$ cat config.mk
export PLATFORM = sky130hd
export DESIGN_NAME = keypad_debounce_press_events
export DESIGN_NICKNAME = d
export VERILOG_FILES = /design/src/sv/kdpe_pkg.sv /design/src/sv/keypad_debounce_press_events.sv
export SDC_FILE = /design/constraint.sdc
export NUM_CORES = 1
export LEC_CHECK = 0
export ABC_AREA = 1
export BUFFER_PORTS_ARGS = -buffer_cell sky130_fd_sc_hd__buf_2
export CORE_ASPECT_RATIO = 0.8
export CORE_MARGIN = 8
export CORE_UTILIZATION = 49
export DETAILED_ROUTE_END_ITERATION = 10
export PLACE_DENSITY = 0.74
export SLEW_MARGIN = 0
export SYNTH_ARGS = -nofsm -noshare
export SYNTH_HDL_FRONTEND = slang
export SYNTH_SLANG_ARGS = --single-unit
$ cat constraint.sdc
create_clock -name i_clk -period 8.66 [get_ports i_clk]
set_clock_uncertainty 0.1 [all_clocks]
set_input_delay 1.732 -clock i_clk [delete_from_list [all_inputs] [get_ports i_clk]]
set_output_delay 1.732 -clock i_clk [all_outputs]
set_load 0.1 [all_outputs]
$ cat src/sv/kdpe_pkg.sv
`timescale 1ns / 1ps
// ----------------------------------------------------------------------------
// Keypad debounce package
// Key matrix geometry, register indexes, reset values and the legend lookup.
// ----------------------------------------------------------------------------
package kdpe_pkg;

    localparam int KEY_ROWS = 4;
    localparam int KEY_COLS = 4;
    localparam int MAP_W    = 16;
    localparam int KEY_W    = 8;
    localparam int CNT_W    = 16;
    localparam int CFG_IDX_W = 2;

    localparam int NUM_KEYS  = (KEY_ROWS * KEY_COLS < MAP_W) ? KEY_ROWS * KEY_COLS : MAP_W;

    typedef logic [KEY_W-1:0] t_key;
    typedef logic [CNT_W-1:0] t_cnt;

    typedef enum logic [CFG_IDX_W-1:0] {
        CFG_DEBOUNCE  = 2'd0,
        CFG_SHORT_MAX = 2'd1,
        CFG_HOLD      = 2'd2
    } t_cfg_idx;

    localparam t_cnt DEBOUNCE_RESET  = 16'd15;
    localparam t_cnt SHORT_MAX_RESET = 16'd1000;
    localparam t_cnt HOLD_RESET      = 16'd1500;
    localparam t_cnt CNT_MAX         = '1;

    localparam t_key LEGEND4 [0:3][0:3] = '{
        '{8'h31, 8'h32, 8'h33, 8'h41},
        '{8'h34, 8'h35, 8'h36, 8'h42},
        '{8'h37, 8'h38, 8'h39, 8'h43},
        '{8'h2A, 8'h30, 8'h23, 8'h44}
    };

    function automatic t_key legend_of(input int row, input int col);
        t_key k;
        if (row < 4 && col < 4) begin
            k = LEGEND4[row][col];
        end else begin
            k = t_key'(8'h80 | ((row & 7) << 3) | (col & 7));
        end
        return k;
    endfunction

    function automatic t_cnt sat_inc(input t_cnt v);
        return (v == CNT_MAX) ? v : v + t_cnt'(1);
    endfunction

endpackage

$ cat src/sv/keypad_debounce_press_events.sv
`timescale 1ns / 1ps
// ----------------------------------------------------------------------------
// Keypad debounce with press, short-press, release and hold events
// Picks the first closed key of a 4x4 map, debounces it and flags events.
// ----------------------------------------------------------------------------
// Each input beat on i_in_valid/o_in_stall is one tick of a slow timebase
// carrying the map of closed key contacts. Every beat produces exactly one
// result beat on o_out_valid/i_out_stall with the event flags, the key of the
// event and the current debounced key.
// An accepted beat's result is registered in the output register, or in the
// skid register while the receiver stalls. Throughput is one beat per cycle
// while o_in_stall is low, with a single pass of key encode, counter compare
// and event logic between the state registers and the output register.
// A skid register behind the output register holds one more result while the
// receiver stalls; o_in_stall rises only when that skid register is full.
// Configuration writes on i_cfg_valid/o_cfg_ready are always taken and are
// expected only while the block is idle.
// Reset clears the debounce and press state and the output and skid valid
// flags of the output channel, and loads the default debounce, short and hold limits.
// ----------------------------------------------------------------------------
module keypad_debounce_press_events (
    input  logic                      i_clk,
    input  logic                      i_rst_n,
    input  logic                      i_in_valid,
    output logic                      o_in_stall,
    input  logic [kdpe_pkg::MAP_W-1:0] i_key_map,
    input  logic                      i_cfg_valid,
    output logic                      o_cfg_ready,
    input  logic [kdpe_pkg::CFG_IDX_W-1:0] i_cfg_index,
    input  logic [kdpe_pkg::CNT_W-1:0] i_cfg_data,
    output logic                      o_out_valid,
    input  logic                      i_out_stall,
    output logic [kdpe_pkg::KEY_W-1:0] o_event_key,
    output logic                      o_press_event,
    output logic                      o_short_event,
    output logic                      o_release_event,
    output logic                      o_hold_event,
    output logic [kdpe_pkg::KEY_W-1:0] o_stable_key
);
    import kdpe_pkg::*;

    typedef struct packed {
        t_key event_key;
        logic press;
        logic short_ev;
        logic release_ev;
        logic hold;
        t_key stable_key;
    } t_result;

    t_cnt r_debounce, r_short_max, r_hold;

    t_key r_cand, n_cand;
    logic r_settling, n_settling;
    t_cnt r_settle_cnt, n_settle_cnt;
    t_key r_acc, n_acc;
    t_key r_prev, n_prev;
    logic r_pressed, n_pressed;
    t_cnt r_press_cnt, n_press_cnt;

    t_result r_out, r_skid, n_res;
    logic    r_out_valid, r_skid_valid;

    t_key key;
    logic accept, out_take;

    assign accept      = i_in_valid && !r_skid_valid;
    assign out_take    = r_out_valid && !i_out_stall;
    assign o_in_stall  = r_skid_valid;
    assign o_cfg_ready = 1'b1;

    always_comb begin
        key = '0;
        for (int b = NUM_KEYS - 1; b >= 0; b--) begin
            if (i_key_map[b]) begin
                key = legend_of(b / KEY_COLS, b % KEY_COLS);
            end
        end
    end

    always_comb begin
        n_cand       = r_cand;
        n_settling   = r_settling;
        n_settle_cnt = sat_inc(r_settle_cnt);
        n_acc        = r_acc;
        n_prev       = r_prev;
        n_pressed    = r_pressed;
        n_press_cnt  = sat_inc(r_press_cnt);
        n_res        = '0;

        if (key != r_cand) begin
            n_settling   = 1'b1;
            n_settle_cnt = '0;
            n_cand       = key;
        end
        if (n_settling && n_settle_cnt >= r_debounce) begin
            n_acc      = n_cand;
            n_settling = 1'b0;
        end
        if (n_acc != r_prev) begin
            if (n_acc != '0) begin
                n_pressed       = 1'b1;
                n_press_cnt     = '0;
                n_res.press     = 1'b1;
                n_res.event_key = n_acc;
            end else begin
                n_pressed        = 1'b0;
                n_res.short_ev   = (n_press_cnt <= r_short_max);
                n_res.release_ev = 1'b1;
                n_res.event_key  = r_prev;
            end
            n_prev = n_acc;
        end
        if (n_pressed && n_press_cnt >= r_hold) begin
            n_res.hold      = 1'b1;
            n_pressed       = 1'b0;
            n_res.event_key = n_acc;
        end
        n_res.stable_key = n_acc;
    end

    always_ff @(posedge i_clk) begin
        if (!i_rst_n) begin
            r_debounce  <= DEBOUNCE_RESET;
            r_short_max <= SHORT_MAX_RESET;
            r_hold      <= HOLD_RESET;
        end else if (i_cfg_valid) begin
            case (i_cfg_index)
                CFG_DEBOUNCE:  r_debounce  <= i_cfg_data;
                CFG_SHORT_MAX: r_short_max <= i_cfg_data;
                CFG_HOLD:      r_hold      <= i_cfg_data;
                default: ;
            endcase
        end
    end

    always_ff @(posedge i_clk) begin
        if (!i_rst_n) begin
            r_cand       <= '0;
            r_settling   <= 1'b0;
            r_settle_cnt <= '0;
            r_acc        <= '0;
            r_prev       <= '0;
            r_pressed    <= 1'b0;
            r_press_cnt  <= '0;
        end else if (accept) begin
            r_cand       <= n_cand;
            r_settling   <= n_settling;
            r_settle_cnt <= n_settle_cnt;
            r_acc        <= n_acc;
            r_prev       <= n_prev;
            r_pressed    <= n_pressed;
            r_press_cnt  <= n_press_cnt;
        end
    end

    always_ff @(posedge i_clk) begin
        if (!i_rst_n) begin
            r_out_valid  <= 1'b0;
            r_skid_valid <= 1'b0;
        end else begin
            if (r_skid_valid) begin
                if (out_take) begin
                    r_skid_valid <= 1'b0;
                end
            end else if (accept && r_out_valid && !out_take) begin
                r_skid_valid <= 1'b1;
            end
            if (r_skid_valid) begin
                r_out_valid <= 1'b1;
            end else if (accept) begin
                r_out_valid <= 1'b1;
            end else if (out_take) begin
                r_out_valid <= 1'b0;
            end
        end
    end

    always_ff @(posedge i_clk) begin
        if (r_skid_valid) begin
            if (out_take) begin
                r_out <= r_skid;
            end
        end else if (accept) begin
            if (!r_out_valid || out_take) begin
                r_out <= n_res;
            end else begin
                r_skid <= n_res;
            end
        end
    end

    assign o_out_valid     = r_out_valid;
    assign o_event_key     = r_out.event_key;
    assign o_press_event   = r_out.press;
    assign o_short_event   = r_out.short_ev;
    assign o_release_event = r_out.release_ev;
    assign o_hold_event    = r_out.hold;
    assign o_stable_key    = r_out.stable_key;

endmodule

==> impl_metrics.env, run 1 <==
export IMPL_run_status="complete, no violations"
export IMPL_cp_slowest_cell="nor3_1"
export IMPL_gp_congestion=0.895
export IMPL_yosys_warnings=0
export IMPL_path_clk_slew_ps=70
export IMPL_ys_flop_type="dfxtp_1"
export IMPL_die_area_sq_um=21800
export IMPL_async_flop_share_pct=0
export IMPL_overflow=0
export IMPL_worstSetupEndpointType="register"
export IMPL_fmax_mhz=126
export IMPL_arrival_ps=8040
export IMPL_drtIter0Drc=680
export IMPL_hold_class="register to register"
export IMPL_die_h_um=134
export IMPL_grt_pass1_vias=7048
export IMPL_rows=43
export IMPL_cts_sinks=148
export IMPL_required_ps=8750
export IMPL_vias=7540
export IMPL_rsz0062_at_grt="false"
export IMPL_slew_violations=0
export IMPL_synth_top_cell_by_area="dfxtp_1"
export IMPL_drc=0
export IMPL_grtUsageTotal_pct=19.2
export IMPL_worst_setup_path_type="input pin to register"
export IMPL_ios=62
export IMPL_antenna_cells=0
export IMPL_fin_crit_ps=7950
export IMPL_path_common_cell="nand2_1"
export IMPL_avgViaCountPerCell=5.23
export IMPL_antenna_found_initial=1
export IMPL_max_vdd_ir_drop_v=0.000147
export IMPL_fin_cells=1442
export IMPL_drv_cap=0
export IMPL_hold_viol=0
export IMPL_grt_pass1_wl_um=34500
export IMPL_grt_max_degree=87
export IMPL_wirelength_um=20400
export IMPL_dp_cells=1409
export IMPL_drt_first_pass_iters=5
export IMPL_core_area_sq_um=17200
export IMPL_synthDistinctLibCells=46
export IMPL_drt_wirelength_per_cell_um=14.2
export IMPL_fin_tns_setup_ps=0
export IMPL_crit_fanout=18
export IMPL_port_buffers=60
export IMPL_syn_to_final_growth_pct=12.3
export IMPL_start_util_pct=49.4
export IMPL_critical_path_max_stage_delay_ps=370
export IMPL_post_dp_hpwl_um=14700
export IMPL_finalNetCount=1293
export IMPL_post_synth_top_count_cell="nand2_1"
export IMPL_clk_path_buf_depth=2
export IMPL_netlist_instances=1155
export IMPL_syn_area_sq_um=8480
export IMPL_cts_inserted_buffers=17
export IMPL_synth_edff_count=40
export IMPL_fill_cells=1579
export IMPL_synth_seq_cells=148
export IMPL_startpoint_type="input pin"
export IMPL_hold_buffers=0
export IMPL_cts_root_buffer="clkbuf_16"
export IMPL_synth_area_per_cell_sq_um=7.34
export IMPL_drive_gt1_share_pct=12.5
export IMPL_cts_tree="built"
export IMPL_synth_top_area_share_pct=25.5
export IMPL_synth_nets=1244
export IMPL_p_leak_nw=4.31
export IMPL_worst_slew_pin_slew_ps=830
export IMPL_synth_commonest_cells="nand2_1, inv_1, dfxtp_1"
export IMPL_dieWidth_um=163
export IMPL_clk_latency_ps=430
export IMPL_synthTopCellsByArea="dfxtp_1, edfxtp_1, nand2_1"
export IMPL_h_tree_depth=4
export IMPL_setup_violations=0
export IMPL_timing_final_crit_share_pct=91.9
export IMPL_drtAntennaViolNets=0
export IMPL_max_slew_margin_pct=44.6
export IMPL_p_per_area_nw_per_um2=218
export IMPL_synth_seq_area_share_pct=39.7
==> cells by family after synthesis <==
logic type | count (synthesis) | synth area share [%]
AO/OA/AOI/OAI | 252 | 16.4
XOR/XNOR | 10 | 1.03
adder cells (fa/ha/maj) | 50 | 7.38
buffers and inverters | 242 | 11.5
flip-flops | 148 | 39.7
other | 1 | 0.0442
AND/OR/NAND/NOR | 452 | 24.0
==> worst paths after layout <==
check                                startpoint             end  slack, ps  cells past startpoint
worst max-delay path               i_key_map[4]  o_event_key[3]        710                     48
worst min-delay path                 r_hold[11]      r_hold[11]        360                      2
worst max register to register  r_settle_cnt[0]  o_event_key[3]       1550                     43
worst min register to register       r_hold[11]      r_hold[11]        360                      2
==> through the flow <==
step | util [%] | hold slack (ps) | area, sq um | worst slack (ps) | total power, mW
after floorplan | - | 324 | 8480 | 1280 | 1.23
after global placement | 52.0 | 352 | 8920 | 180 | 1.32
after detailed placement | 52.0 | 357 | 8920 | 6.55 | 1.33
after CTS | 55.4 | 366 | 9510 | 361 | 2.07
after global routing | 55.5 | 379 | 9530 | 31.7 | 2.17
final | 55.5 | 363 | 9530 | 705 | 2.07
==> per-layer routing <==
| layer | share of wire (%) | track usage, % | vias to the layer above |
|---|---|---|---|
| met4 | 1.2 | 5.24 | 2 |
| li1 | - | - | 3884 |
| met1 | 48 | 26.3 | 3390 |
| met5 | 0.049 | 0 | - |
| met3 | 6.6 | 3.92 | 27 |
| met2 | 44 | 30.0 | 237 |
==> critical path, delay by kind of cell <==
| family | cells | cell delay (ps) |
|---|---|---|
| buffers and inverters | 7 | 850 |
| adders and majority gates | 2 | 570 |
| and+or+nand+nor | 32 | 3550 |
| AOI/OAI and AO/OA | 7 | 1350 |
==> sequential cells by signal (all words and copies together), names as in the netlist, 8 cells and up <==
signal        flops
r_cand            8
r_short_max      16
r_hold           16
o_event_key       8
r_debounce       16
r_settle_cnt     16
r_acc             8
r_skid           20
r_prev            8
r_press_cnt      16
o_stable_key      8
==> area by class of cell <==
class                      instances  area [sq um]  area share [%]
tap                              225           282            2.96
clock buffer                      17           425            4.47
timing repair buffer              72           390            4.10
multi-input combinational        765          4150            43.6
inverter                         200           751            7.88
clock inverter                    15           164            1.72
sequential                       148          3360            35.3
==> where the power goes <==
| group | internal, mW | switching (mW) | total (mW) |
|---|---|---|---|
| Clock | 0.411 | 0.333 | 0.744 |
| Sequential | 0.782 | 0.0233 | 0.806 |
| Combinational | 0.133 | 0.389 | 0.522 |
==> cells in the final DEF (no fill, tap or decap), types with 2 or more instances in the layout <==
master       n
inv_1      198
edfxtp_1    40
ha_1        50
nor3_1      22
nand2_1    261
nand3_2      4
nor2_4       3
nor2_2       4
o211ai_1    24
or2_2        2
clkinv_4     4
a31oi_1     11
a21oi_2      8
inv_2        2
dfxtp_1    108
buf_4       12
nand2_4      2
nand3_1     49
buf_2       60
and2_1       8
a21oi_1    102
o21a_1       2
o21ai_0     94
xor2_1       8
inv_8        6
xnor2_1      2
clkbuf_16   17
nand4_1     15
nand3b_1     2
nor2_1      50
nor4_1       7
inv_6        3
nand2_2     18
o21ai_1      3
nor3_2       2
==> repair_timing <==
action / CTS / global route
resized for setup: 0 / 1
setup buffers: 0 / 1
setup endpoints to repair: 0 / 19
No activity file was read; power rests on OpenSTA's default activity.
==> inputs of run 2 (changes only) <==
ABC_AREA = unset   (was 1)
CAP_MARGIN = 20   (was unset)
CORE_ASPECT_RATIO = unset   (was 0.8)
==> run 2 against run 1 <==
Compared with the run above: sequential share of layout area grew 0.49 points; synthesized cell count shrank 16%; first-iteration DRC count shrank 38%; worst hold slack lost 11 ps; via count shrank 9.4%; critical path depth shrank 17; area after synthesis shrank 2.0%; sequential power shrank 7.7%; design area shrank 1.4%; routed wire length shrank 4.8%; highest routed layer is now met4.
==> impl_metrics.env, run 2 <==
export IMPL_crit_end="o_event_key[2]"
export IMPL_synth_commonest_cells="nand2_1, dfxtp_1, a21oi_1"
export IMPL_max_slew_margin_pct=41.3
export IMPL_arrival_ps=8080
export IMPL_synthTopCellsByArea="dfxtp_1, edfxtp_1, nand2_1"
export IMPL_cp_depth=31
export IMPL_p_leak_nw=3.96
export IMPL_pre_cts_slack_ps=76.9
export IMPL_slew_violations=0
export IMPL_syn_area_sq_um=8310
export IMPL_hold_viol=0
export IMPL_final_core_utilization_pct=56.7
export IMPL_dieWidth_um=146
export IMPL_worst_setup_path_type="input pin to register"
export IMPL_cts_sinks=148
export IMPL_clk_path_buf_depth=2
export IMPL_drt_first_pass_iters=5
export IMPL_synth_seq_area_share_pct=40.5
export IMPL_startpoint_type="input pin"
export IMPL_place_area_sq_um=8820
export IMPL_synth_top_cell_by_area="dfxtp_1"
export IMPL_h_tree_depth=4
export IMPL_crit_fanout=16
export IMPL_synthDistinctLibCells=64
export IMPL_core_area_sq_um=16600
export IMPL_antenna_cells=0
export IMPL_rows=47
export IMPL_final_area_sq_um=9400
export IMPL_layout_commonest_cell="nand2_1"
export IMPL_async_flop_share_pct=0
export IMPL_path_buf_inv=3
export IMPL_synth_seq_cells=148
export IMPL_hold_class="register to register"
export IMPL_ys_flop_type="dfxtp_1"
export IMPL_antenna_found_initial=0
export IMPL_yosys_warnings=0
export IMPL_rsz0062_at_grt="false"
export IMPL_seqCellArea_sq_um=3360
export IMPL_fin_tns_setup_ps=0
export IMPL_avgViaCountPerCell=5.44
export IMPL_netlist_instances=971
export IMPL_drtIter0Drc=420
export IMPL_drt_wirelength_per_cell_um=15.5
export IMPL_synth_edff_count=40
export IMPL_cts_tree="built"
export IMPL_synth_top_area_share_pct=26.0
export IMPL_post_dp_hpwl_um=14000
export IMPL_clk_latency_ps=430
export IMPL_critical_path_top_delay_family="compound AO/OA/AOI/OAI gates"
export IMPL_cts_root_buffer="clkbuf_16"
export IMPL_vias=6830
export IMPL_post_synth_top_count_cell="nand2_1"
export IMPL_r2r_setup_slack_ps=1450
export IMPL_port_buffers=60
export IMPL_fill_cells=1508
export IMPL_finalNetCount=1112
export IMPL_timing_rr_start="r_settle_cnt[2]"
export IMPL_worst_slew_pin_slew_ps=879
export IMPL_setup_ws_ps=621
export IMPL_multi_input_comb_area_sq_um=4530
export IMPL_drc=0
export IMPL_grt_pass1_vias=6568
export IMPL_cp_slowest_cell="a2111o_1"
export IMPL_worstSetupStartpoint="i_key_map[12]"
export IMPL_grt_max_degree=54
export IMPL_drv_cap=0
export IMPL_regMostFlops="r_skid"
export IMPL_required_ps=8700
export IMPL_max_vdd_ir_drop_v=0.000157
export IMPL_p_per_area_nw_per_um2=171
export IMPL_syn_to_final_growth_pct=13.0
export IMPL_synth_area_per_cell_sq_um=8.56
export IMPL_run_status="complete, no violations"
export IMPL_wirelength_um=19500
export IMPL_overflow=0
export IMPL_fmax_mhz=124
export IMPL_drtAntennaViolNets=0
export IMPL_gp_congestion=0.890
export IMPL_ios=62
export IMPL_drive_gt1_share_pct=14.4
export IMPL_critical_path_max_stage_delay_ps=450
export IMPL_layout_common_cells="nand2_1, dfxtp_1, a21oi_1"
export IMPL_timing_rr_end="o_event_key[2]"
export IMPL_synth_nets=1060
export IMPL_grtUsageTotal_pct=18.4
export IMPL_die_area_sq_um=21400
export IMPL_rr_worst_depth=31
export IMPL_grt_pass1_wl_um=32500
export IMPL_die_h_um=146
export IMPL_start_util_pct=50.1
export IMPL_worstSetupEndpointType="register"
export IMPL_setup_violations=0
export IMPL_cts_setup_buffers=0
export IMPL_largest_reg_flops=20
export IMPL_fin_crit_ps=8040
export IMPL_cts_inserted_buffers=17
export IMPL_timing_final_crit_share_pct=92.8
export IMPL_path_clk_slew_ps=50
-- run 2: cell count changes after synthesis, sizes merged, moves of 23 or more --
cell   previous run  this run
inv             200        61
mux2i             0        23
nand2           282       177
nand3            53        15
nor2             57        80
o21ai            97        24
xnor2             2        27
-- run 2: logic make-up after synthesis --
group | Yosys count | share of synthesized area (%)
and+or+nand+nor | 387 | 21.3
AOI/OAI and AO/OA | 189 | 15.0
DFF | 148 | 40.5
buffers and inverters | 108 | 5.19
adders and majority gates | 50 | 7.53
xor gates and xnor gates | 49 | 5.16
muxes | 39 | 5.37
other | 1 | 0.0451
-- run 2: how the worst min path moves through the flow --
stage	from	to	slack, ps	cells after the start
2_1_floorplan	r_debounce[10]	r_debounce[10]	340	2
5_1_grt	r_hold[15]	r_hold[15]	370	2
3_5_place_dp	r_hold[14]	r_hold[14]	350	2
3_3_place_gp	r_hold[12]	r_hold[12]	340	2
6_report	r_debounce[6]	r_debounce[6]	350	2
4_1_cts	r_hold[14]	r_hold[14]	350	2
-- run 2: repair_timing --
item	4_1_cts	5_1_grt
hold buffers	0	0
resized for setup	0	1
setup endpoints to repair	0	5
-- run 2: worst reg2reg max path: cells and delay by family (launching register included) --
family / cells / cell delay [ps]
compound gates: 15 / 2620
simple gates: 11 / 2560
fa+ha+maj: 2 / 460
flops: 1 / 400
mux: 1 / 380
buf+inv: 1 / 230
xor+xnor: 1 / 170
-- run 2: metrics by stage --
stage	std cells	hold slack, ps	power, mW
floorplan	971	336	0.898
global placement	1222	344	0.946
detailed placement	1222	346	0.949
CTS	1254	354	1.62
global route	1256	369	1.67
finish	1256	352	1.61
-- run 2: cell type report --
cell class	count	share of cell area, %
multi-input combinational	715	48.2
sequential	148	35.8
clock buffer	21	5.13
timing repair buffer	78	4.75
tap	220	2.93
inverter	63	2.52
clock inverter	11	0.626
-- run 2: routing by layer --
| metal | global-route usage (%) | up-vias | routed length [um] |
|---|---|---|---|
| met4 | 6.08 | 0 | 299 |
| li1 | - | 3469 | - |
| met3 | 4.42 | 22 | 893 |
| met1 | 23.7 | 3176 | 9160 |
| met5 | 0 | - | 0 |
| met2 | 29.7 | 163 | 9120 |
-- run 2: report_power, final --
group	switching, mW	total (mW)	internal (mW)	leakage (nW)
registers	0.0106	0.744	0.733	1.27
clock network	0.280	0.672	0.392	0.264
logic	0.145	0.193	0.0482	2.42
total	0.435	1.61	1.17	3.96
